===== config.mk =====
export PLATFORM = sky130hd
export DESIGN_NAME = arithmetic_status_flags
export DESIGN_NICKNAME = d
export VERILOG_FILES = /design/src/asf_pkg.sv /design/src/asf_flag_calc.sv /design/src/arithmetic_status_flags.sv
export SDC_FILE = /design/constraint.sdc
export NUM_CORES = 1
export LEC_CHECK = 0
export ABC_AREA = 1
export CAP_MARGIN = 20
export CORE_MARGIN = 10
export CORE_UTILIZATION = 64
export DETAILED_ROUTE_END_ITERATION = 8
export DONT_BUFFER_PORTS = 1
export GPL_ROUTABILITY_DRIVEN = 0
export PLACE_DENSITY_LB_ADDON = 0.08
export SYNTH_ARGS = -nofsm -noshare
export SYNTH_HDL_FRONTEND = slang
export SYNTH_SLANG_ARGS = --single-unit

===== constraint.sdc =====
create_clock -name clk_i -period 5.9 [get_ports clk_i]
set_clock_uncertainty 0.05 [all_clocks]
set_input_delay 0.885 -clock clk_i [delete_from_list [all_inputs] [get_ports clk_i]]
set_output_delay 0.885 -clock clk_i [all_outputs]
set_load 0.02 [all_outputs]

===== src/asf_pkg.sv =====
package asf_pkg;

  // Operation kind
  typedef enum logic [1:0] {
    MODE_ADD   = 2'd0,
    MODE_SUB   = 2'd1,
    MODE_LOGIC = 2'd2,
    MODE_MUL   = 2'd3
  } asf_mode_e;

  // Operand width
  typedef enum logic [1:0] {
    WIDTH_8  = 2'd0,
    WIDTH_16 = 2'd1,
    WIDTH_32 = 2'd2,
    WIDTH_64 = 2'd3
  } asf_width_e;

  localparam int unsigned DataWidth = 64;
  localparam int unsigned AuxBit    = 4;     // AF looks at bit 4 of a ^ b ^ r
  localparam int unsigned ParityBits = 8;    // PF covers the low byte

  typedef struct packed {
    asf_mode_e              mode;
    asf_width_e             width_code;
    logic [DataWidth-1:0]   lhs;
    logic [DataWidth-1:0]   rhs;
    logic [DataWidth-1:0]   result_value;
    logic                   carry_bit;
    logic                   mul_overflow;
  } asf_in_t;

  typedef struct packed {
    logic carry_flag;
    logic parity_flag;
    logic aux_flag;
    logic zero_flag;
    logic sign_flag;
    logic overflow_flag;
  } asf_out_t;

endpackage


===== src/asf_flag_calc.sv =====
module asf_flag_calc (
  input  asf_pkg::asf_in_t  op_i,
  output asf_pkg::asf_out_t flags_o
);
  import asf_pkg::*;

  logic [DataWidth-1:0] mask;
  logic [DataWidth-1:0] a, b, r;
  logic [DataWidth:0]   sum, diff;
  logic                 add_carry, sub_borrow;
  logic                 sign_r, sign_a, sign_b;
  logic                 aux, zero;

  always_comb begin
    case (op_i.width_code)
      WIDTH_8:  mask = {{(DataWidth-8){1'b0}}, {8{1'b1}}};
      WIDTH_16: mask = {{(DataWidth-16){1'b0}}, {16{1'b1}}};
      WIDTH_32: mask = {{(DataWidth-32){1'b0}}, {32{1'b1}}};
      default:  mask = {DataWidth{1'b1}};
    endcase
  end

  assign a = op_i.lhs & mask;
  assign b = op_i.rhs & mask;
  assign r = op_i.result_value & mask;

  // Full-width sums; carry is the bit above the operand width, borrow the top bit
  assign sum  = {1'b0, a} + {1'b0, b} + {{DataWidth{1'b0}}, op_i.carry_bit};
  assign diff = {1'b0, a} - {1'b0, b} - {{DataWidth{1'b0}}, op_i.carry_bit};

  always_comb begin
    case (op_i.width_code)
      WIDTH_8: begin
        add_carry = sum[8];
        sign_r = r[7];  sign_a = a[7];  sign_b = b[7];
      end
      WIDTH_16: begin
        add_carry = sum[16];
        sign_r = r[15]; sign_a = a[15]; sign_b = b[15];
      end
      WIDTH_32: begin
        add_carry = sum[32];
        sign_r = r[31]; sign_a = a[31]; sign_b = b[31];
      end
      default: begin
        add_carry = sum[DataWidth];
        sign_r = r[DataWidth-1]; sign_a = a[DataWidth-1]; sign_b = b[DataWidth-1];
      end
    endcase
  end

  // Operands are zero-extended, so the top bit of the difference is a true borrow
  assign sub_borrow = diff[DataWidth];
  assign aux        = a[AuxBit] ^ b[AuxBit] ^ r[AuxBit];
  assign zero       = (r == '0);

  always_comb begin
    flags_o.parity_flag   = ~^r[ParityBits-1:0];
    flags_o.sign_flag     = sign_r;
    flags_o.carry_flag    = 1'b0;
    flags_o.aux_flag      = 1'b0;
    flags_o.zero_flag     = 1'b0;
    flags_o.overflow_flag = 1'b0;
    case (op_i.mode)
      MODE_ADD: begin
        flags_o.carry_flag    = add_carry;
        flags_o.aux_flag      = aux;
        flags_o.zero_flag     = zero;
        flags_o.overflow_flag = ~(sign_a ^ sign_b) & (sign_a ^ sign_r);
      end
      MODE_SUB: begin
        flags_o.carry_flag    = sub_borrow;
        flags_o.aux_flag      = aux;
        flags_o.zero_flag     = zero;
        flags_o.overflow_flag = (sign_a ^ sign_b) & (sign_a ^ sign_r);
      end
      MODE_LOGIC: begin
        flags_o.zero_flag = zero;
      end
      default: begin
        flags_o.carry_flag    = op_i.mul_overflow;
        flags_o.overflow_flag = op_i.mul_overflow;
      end
    endcase
  end

endmodule


===== src/arithmetic_status_flags.sv =====
// arithmetic_status_flags
//
// Computes the x86 status flags CF, PF, AF, ZF, SF and OF for one ALU
// operation (add with carry, subtract with borrow, logic, multiply) at an
// operand width of 1, 2, 4 or 8 bytes.
//
// Channels: in_* carries one operation per transaction, out_* carries the
// six flags. A transaction completes on a rising edge with valid high and
// stall low. Valid never depends on stall.
//
// Path: input register, then the flag logic, then the result register.
// Throughput: one transaction per cycle unless stalled; the flag logic is a
// single pass with one 65-bit add and one 65-bit subtract per item.
//
// Reset (rst_ni low, asynchronous) clears both stage valid bits; no
// transaction is in flight afterwards.
// When the receiver stalls, the result register holds; the input register
// still accepts one more item, and only then is in_stall_o raised. The
// stall path from out_stall_i to in_stall_o is combinational.
module arithmetic_status_flags (
  input  logic               clk_i,
  input  logic               rst_ni,
  input  logic               in_valid_i,
  output logic               in_stall_o,
  input  asf_pkg::asf_in_t   in_data_i,
  output logic               out_valid_o,
  input  logic               out_stall_i,
  output asf_pkg::asf_out_t  out_data_o
);
  import asf_pkg::*;

  // stage 1: registered operation
  logic     s1_valid_d, s1_valid_q;
  asf_in_t  s1_data_q;
  // stage 2: registered flags
  logic     s2_valid_d, s2_valid_q;
  asf_out_t s2_data_q;
  asf_out_t flags;

  logic s1_load, s2_load;

  // Stage 2 takes a new value when it is empty or its content leaves now
  assign s2_load    = !s2_valid_q || !out_stall_i;
  // Stage 1 is free when empty or when it moves on to stage 2
  assign in_stall_o = s1_valid_q && !s2_load;
  assign s1_load    = in_valid_i && !in_stall_o;

  assign s1_valid_d = s1_load ? 1'b1 : (s2_load ? 1'b0 : s1_valid_q);
  assign s2_valid_d = s2_load ? s1_valid_q : s2_valid_q;

  always_ff @(posedge clk_i or negedge rst_ni) begin
    if (!rst_ni) begin
      s1_valid_q <= 1'b0;
      s2_valid_q <= 1'b0;
    end else begin
      s1_valid_q <= s1_valid_d;
      s2_valid_q <= s2_valid_d;
    end
  end

  // Payload registers, no reset
  always_ff @(posedge clk_i) begin
    if (s1_load) begin
      s1_data_q <= in_data_i;
    end
    if (s2_load && s1_valid_q) begin
      s2_data_q <= flags;
    end
  end

  asf_flag_calc u_calc (
    .op_i    (s1_data_q),
    .flags_o (flags)
  );

  assign out_valid_o = s2_valid_q;
  assign out_data_o  = s2_data_q;

  // An empty result register never pushes back on the input
  a_no_stall_when_empty: assert property (@(posedge clk_i) disable iff (!rst_ni)
    !s2_valid_q |-> !in_stall_o)
    else $error("input stalled while result register empty");

  // A stalled item in stage 1 only exists when stage 1 holds one
  a_stall_needs_item: assert property (@(posedge clk_i) disable iff (!rst_ni)
    in_stall_o |-> s1_valid_q)
    else $error("input stalled with stage 1 empty");

  // A stage 1 item with a free output reaches the result register next cycle
  a_advance: assert property (@(posedge clk_i) disable iff (!rst_ni)
    (s1_valid_q && s2_load) |=> s2_valid_q)
    else $error("stage 1 item lost on advance");

  // A zero masked result cannot have its sign bit set
  a_zero_sign: assert property (@(posedge clk_i) disable iff (!rst_ni)
    s2_valid_q |-> !(s2_data_q.zero_flag && s2_data_q.sign_flag))
    else $error("zero and sign flags both set");

endmodule


==> impl_summary.txt <==
----------------------------------------------------
[GRT]
  Pin count of the biggest net entering global routing ... 123
  Initial antenna violation count ... 9
  Met1 Use GR ... 21.4%
  Met3 usage ... between 7 and 8%
  Global-route wire length before repair ... about 36 mm
  Met2 routing resource usage after global routing ... between 30% and 40%
  Global route total overflow ... 0
  Layer with the highest usage after global routing ... met2
  GRT Util Overall ... a little under a fifth
  Number of global-route vias before repair ... 7465

[Placed design]
  Cell total after placement ... between 1000 and 1500
  Detailed placement HPWL ... about 18 mm
  Cell area reported after detailed placement ... between 10000 and 15000 µm²
  Number of buffers added on ports ... 0

[Yosys]
  Post-Syn Area per Cell ... between 10 and 15 µm²
  Area share of xor/xnor cells in the synthesized design ... less than 1%
  Cell count after synthesis ... around 1100
  Share of async-settable or async-resettable flops after synthesis ... less than 1%
  Post-synthesis simple-gate area fraction ... between 10% and 20%
  Net Count, Synth ... between 1500 and 2000
  Count of cell types in the netlist ... 37
  Mux contribution to synthesized area ... 0%
  Complex-gate fraction of the synthesized area ... under 10%
  Number of synthesized register bits ... just over 200
  Main combinational cell family by area after synthesis ... adder cells
  Number of enable-type register cells in the synthesized netlist ... between 200 and 250
  Most used DFF post-synth ... sky130_fd_sc_hd__edfxtp_1
  Synthesized-area fraction occupied by adder cells ... 20.7%
  Count of yosys warnings during synthesis ... 0
  Portion of the post-synthesis area used by sequential elements ... ~53%
  Netlist area before placement ... ~12000 µm²

[Cells and area]
  Number of nets in the final layout ... between 1500 and 2000
  Share of layout cells above drive strength 1 ... ~4.7%
  Area growth, synth to finish ... 9.00%
  Final Instance Area ... 12700 µm²
  Fill cell total of the finished layout ... ~1300
  Post-route insts no fill ... 1376

[STA]
  RSZ-0062 raised after global routing ... no
  Total Negative Setup Slacks ... 0 ps
  Pin slew with the least headroom to its limit ... roughly 1100 ps
  Headroom to the max-slew limit ... ~28%
  Highest Clock Rate ... 261 MHz
  Max Slew Vio Count ... 0
  Count of final setup violators ... 0
  Number of hold-slack violations in the final timing report ... 0
  Post-route fraction of the period consumed by the critical path ... around two thirds
  Clock period minus worst slack ... 3830 ps

[Die]
  Cell row count ... 49
  Number of top-level pins ... 210
  Chip Height ... about 150 µm
  Placeable core region ... approximately 18000 µm²
  Total die area ... 24000 µm²
  Initial Util ... between 60 and 70%
  Width of the die ... around 150 µm

[Critical path]
  Critical path's most frequent cell ... sky130_fd_sc_hd__nand3_1
  Critical Path Start ... s1_data_q[195]
  Reg2reg start ... s1_data_q[195]
  Setup CP Type ... reg2reg
  Crit-path slowest cell ... sky130_fd_sc_hd__inv_2
  Category of the worst setup path capture point ... flip-flop
  Gate family responsible for the most delay along the worst path ... buffers and inverters
  Data arrival at the endpoint of the critical path ... about 4000 ps
  Buffers & Inverters on Critical Path ... 3
  Worst path required time ... about 6100 ps
  CP cell instances ... buf_4 -> nand2_4 -> inv_2 -> nand2_1 -> ha_1 -> inv_1 -> ha_1 -> a21oi_1 -> o21ai_0 -> o21ai_0 -> nand3_1 -> a21oi_1 -> nand3_1 -> nand3_1 -> nand3_2
  CP Max Fanout ... 37
  Setup crit start kind ... flip-flop
  Slowest Stage Delay on Critical Path ... 600 ps

[Clock tree]
  Clock tree root driver cell ... sky130_fd_sc_hd__clkbuf_16
  Number of cells upsized or downsized after cts ... 0
  CTS max path bufs ... 3
  Clock edge transition at the registers on the reported setup and hold paths ... approximately 60 ps
  TritonCTS clock tree ... built
  Total number of clock tree sinks ... 206
  Number of CTS-inserted buffers ... 22
  H-tree depth ... 1
  Clock network latency to the later pin of the worst-skew pair ... approximately 520 ps

[Worst hold path]
  Worst min-delay path category ... in2reg
  Source of the worst hold timing path ... in_data_i[42]

[Pwr]
  Max rail drop VDD ... between 0.3 and 0.4 mV
  Leakage dissipation ... 6.27 nW
  Power density cells ... about 290 nW/µm²

[Route]
  Routed wire length ... 22.8 mm
  Via count ... 7151
  Remaining routing DRC violations ... 0
  Average wire length per cell after detail routing ... ~17 µm
  Antenna-violating nets left ... 0
  Number of DRC violations after detailed-routing iteration 0 ... around 300
  Post-detailed-route via-to-cell ratio ... 5.20
  Detailed-routing iteration count for the pre-antenna-repair pass ... 4

[Status]
  Run status ... completed

[Run]
  Reported max-cap violation count ... 0

----------------------------------------------------
final cells by class:
type                       count  area [µm²]  share of cell area [%]
clock buffer                  27         569                    4.48
multi-input combinational    604        4340                    34.2
sequential                   206        6180                    48.7
timing repair buffer           4        32.5                   0.256
clock inverter                12         190                    1.50
tap                          229         287                    2.26
inverter                     288        1090                    8.56
antenna                        6        15.0                   0.118
synth_stat cells, types with 2 or more instances:
library cell               instances  share of area [%]
sky130_fd_sc_hd__nand3_1          25                1.1
sky130_fd_sc_hd__edfxtp_1        204                 53
sky130_fd_sc_hd__nor2_1           71                2.3
sky130_fd_sc_hd__nor4_1           17               0.91
sky130_fd_sc_hd__nor2_2            3               0.16
sky130_fd_sc_hd__clkbuf_1          6               0.19
sky130_fd_sc_hd__o211ai_1          2               0.13
sky130_fd_sc_hd__a221oi_1          2               0.15
sky130_fd_sc_hd__nand2_1         155                5.0
sky130_fd_sc_hd__a21oi_1          66                2.8
sky130_fd_sc_hd__inv_2             5               0.16
sky130_fd_sc_hd__inv_1           283                9.1
sky130_fd_sc_hd__o21ai_0          25                1.1
sky130_fd_sc_hd__dfrtp_1           2               0.43
sky130_fd_sc_hd__xor2_1            2               0.15
sky130_fd_sc_hd__o21a_1            3               0.19
sky130_fd_sc_hd__a31oi_1           4               0.21
sky130_fd_sc_hd__xnor2_1           3               0.23
sky130_fd_sc_hd__ha_1            193                 21
sky130_fd_sc_hd__nor3_1            7               0.30
sky130_fd_sc_hd__nand4_1          10               0.54
sky130_fd_sc_hd__nor4_2            2               0.21
sky130_fd_sc_hd__buf_2             4               0.17
sky130_fd_sc_hd__a21o_1            2               0.13
kinds of logic (layout without fill, tap and decap cells):
logic type	after synthesis	in the layout
flops	206	206
simple gates	294	294
fa+ha+maj	193	193
xor+xnor	5	5
compound gates	112	112
buf+inv	299	331
other cells	0	6
path summary, 6_finish.rpt:
kind	end	slack, ps	depth (start not counted)
setup / recovery	out_data_o[5]	2070	15
hold / removal	s1_data_q[42]	410	0
setup reg to reg	out_data_o[5]	2070	15
hold reg to reg	out_valid_o	420	2
max in group asynchronous	s1_valid_q	5120	1
min in group asynchronous	out_valid_o	550	1
stage by stage:
stage | worst slack (ps) | total power [mW] | utilization [%] | hold slack (ps)
floorplan | 274 | 2.21 | - | 383
global placement | 2210 | 2.30 | 66.5 | 388
detailed placement | 2000 | 2.31 | 66.5 | 412
CTS | 1980 | 3.74 | 70.8 | 385
global route | 1670 | 3.88 | 70.8 | 385
finish | 2070 | 3.70 | 70.9 | 407
where the power goes:
group	leakage, nW	switching (mW)	internal, mW
Combinational	3.91	0.314	0.170
Clock	0.369	0.546	0.869
Sequential	1.99	0.0512	1.75
Total	6.27	0.911	2.79
layout by cell type (no fill, tap or decap), drive strengths merged, types with 3 or more instances in the layout:
master,count
nor4,19
a21oi,67
clkinv,7
a31oi,4
nor2,74
buf,3
clkbuf,27
diode,6
nand4,10
o21a,3
nand2,157
edfxtp,204
nor3,7
bufinv,4
xnor2,3
nand3,26
ha,193
inv,289
o21ai,27
metal layers:
metal	routed length (µm)	part of all wire (%)
met3	1790	7.8
met2	11100	49
met1	9480	42
met5	64	0.28
met4	380	1.7
state kept, by name, indices dropped and copies added (netlist names):
| register | cells |
|---|---|
| out_data_o | 6 |
| out_valid_o | 1 |
| s1_data_q | 198 |
| s1_valid_q | 1 |
what timing repair did:
action	CTS	global route
hold buffers	1	0
hold endpoints to repair	2	0
setup buffers	0	0
worst reg2reg max path, delay by kind of cell, from the launching register on:
kind	cells	cell delay, ps
adders and majority gates	2	690
AOI/OAI and AO/OA	4	590
and+or+nand+nor	6	920
buffers and inverters	3	1010
DFF	1	330
No activity file was read; power rests on OpenSTA's default activity.
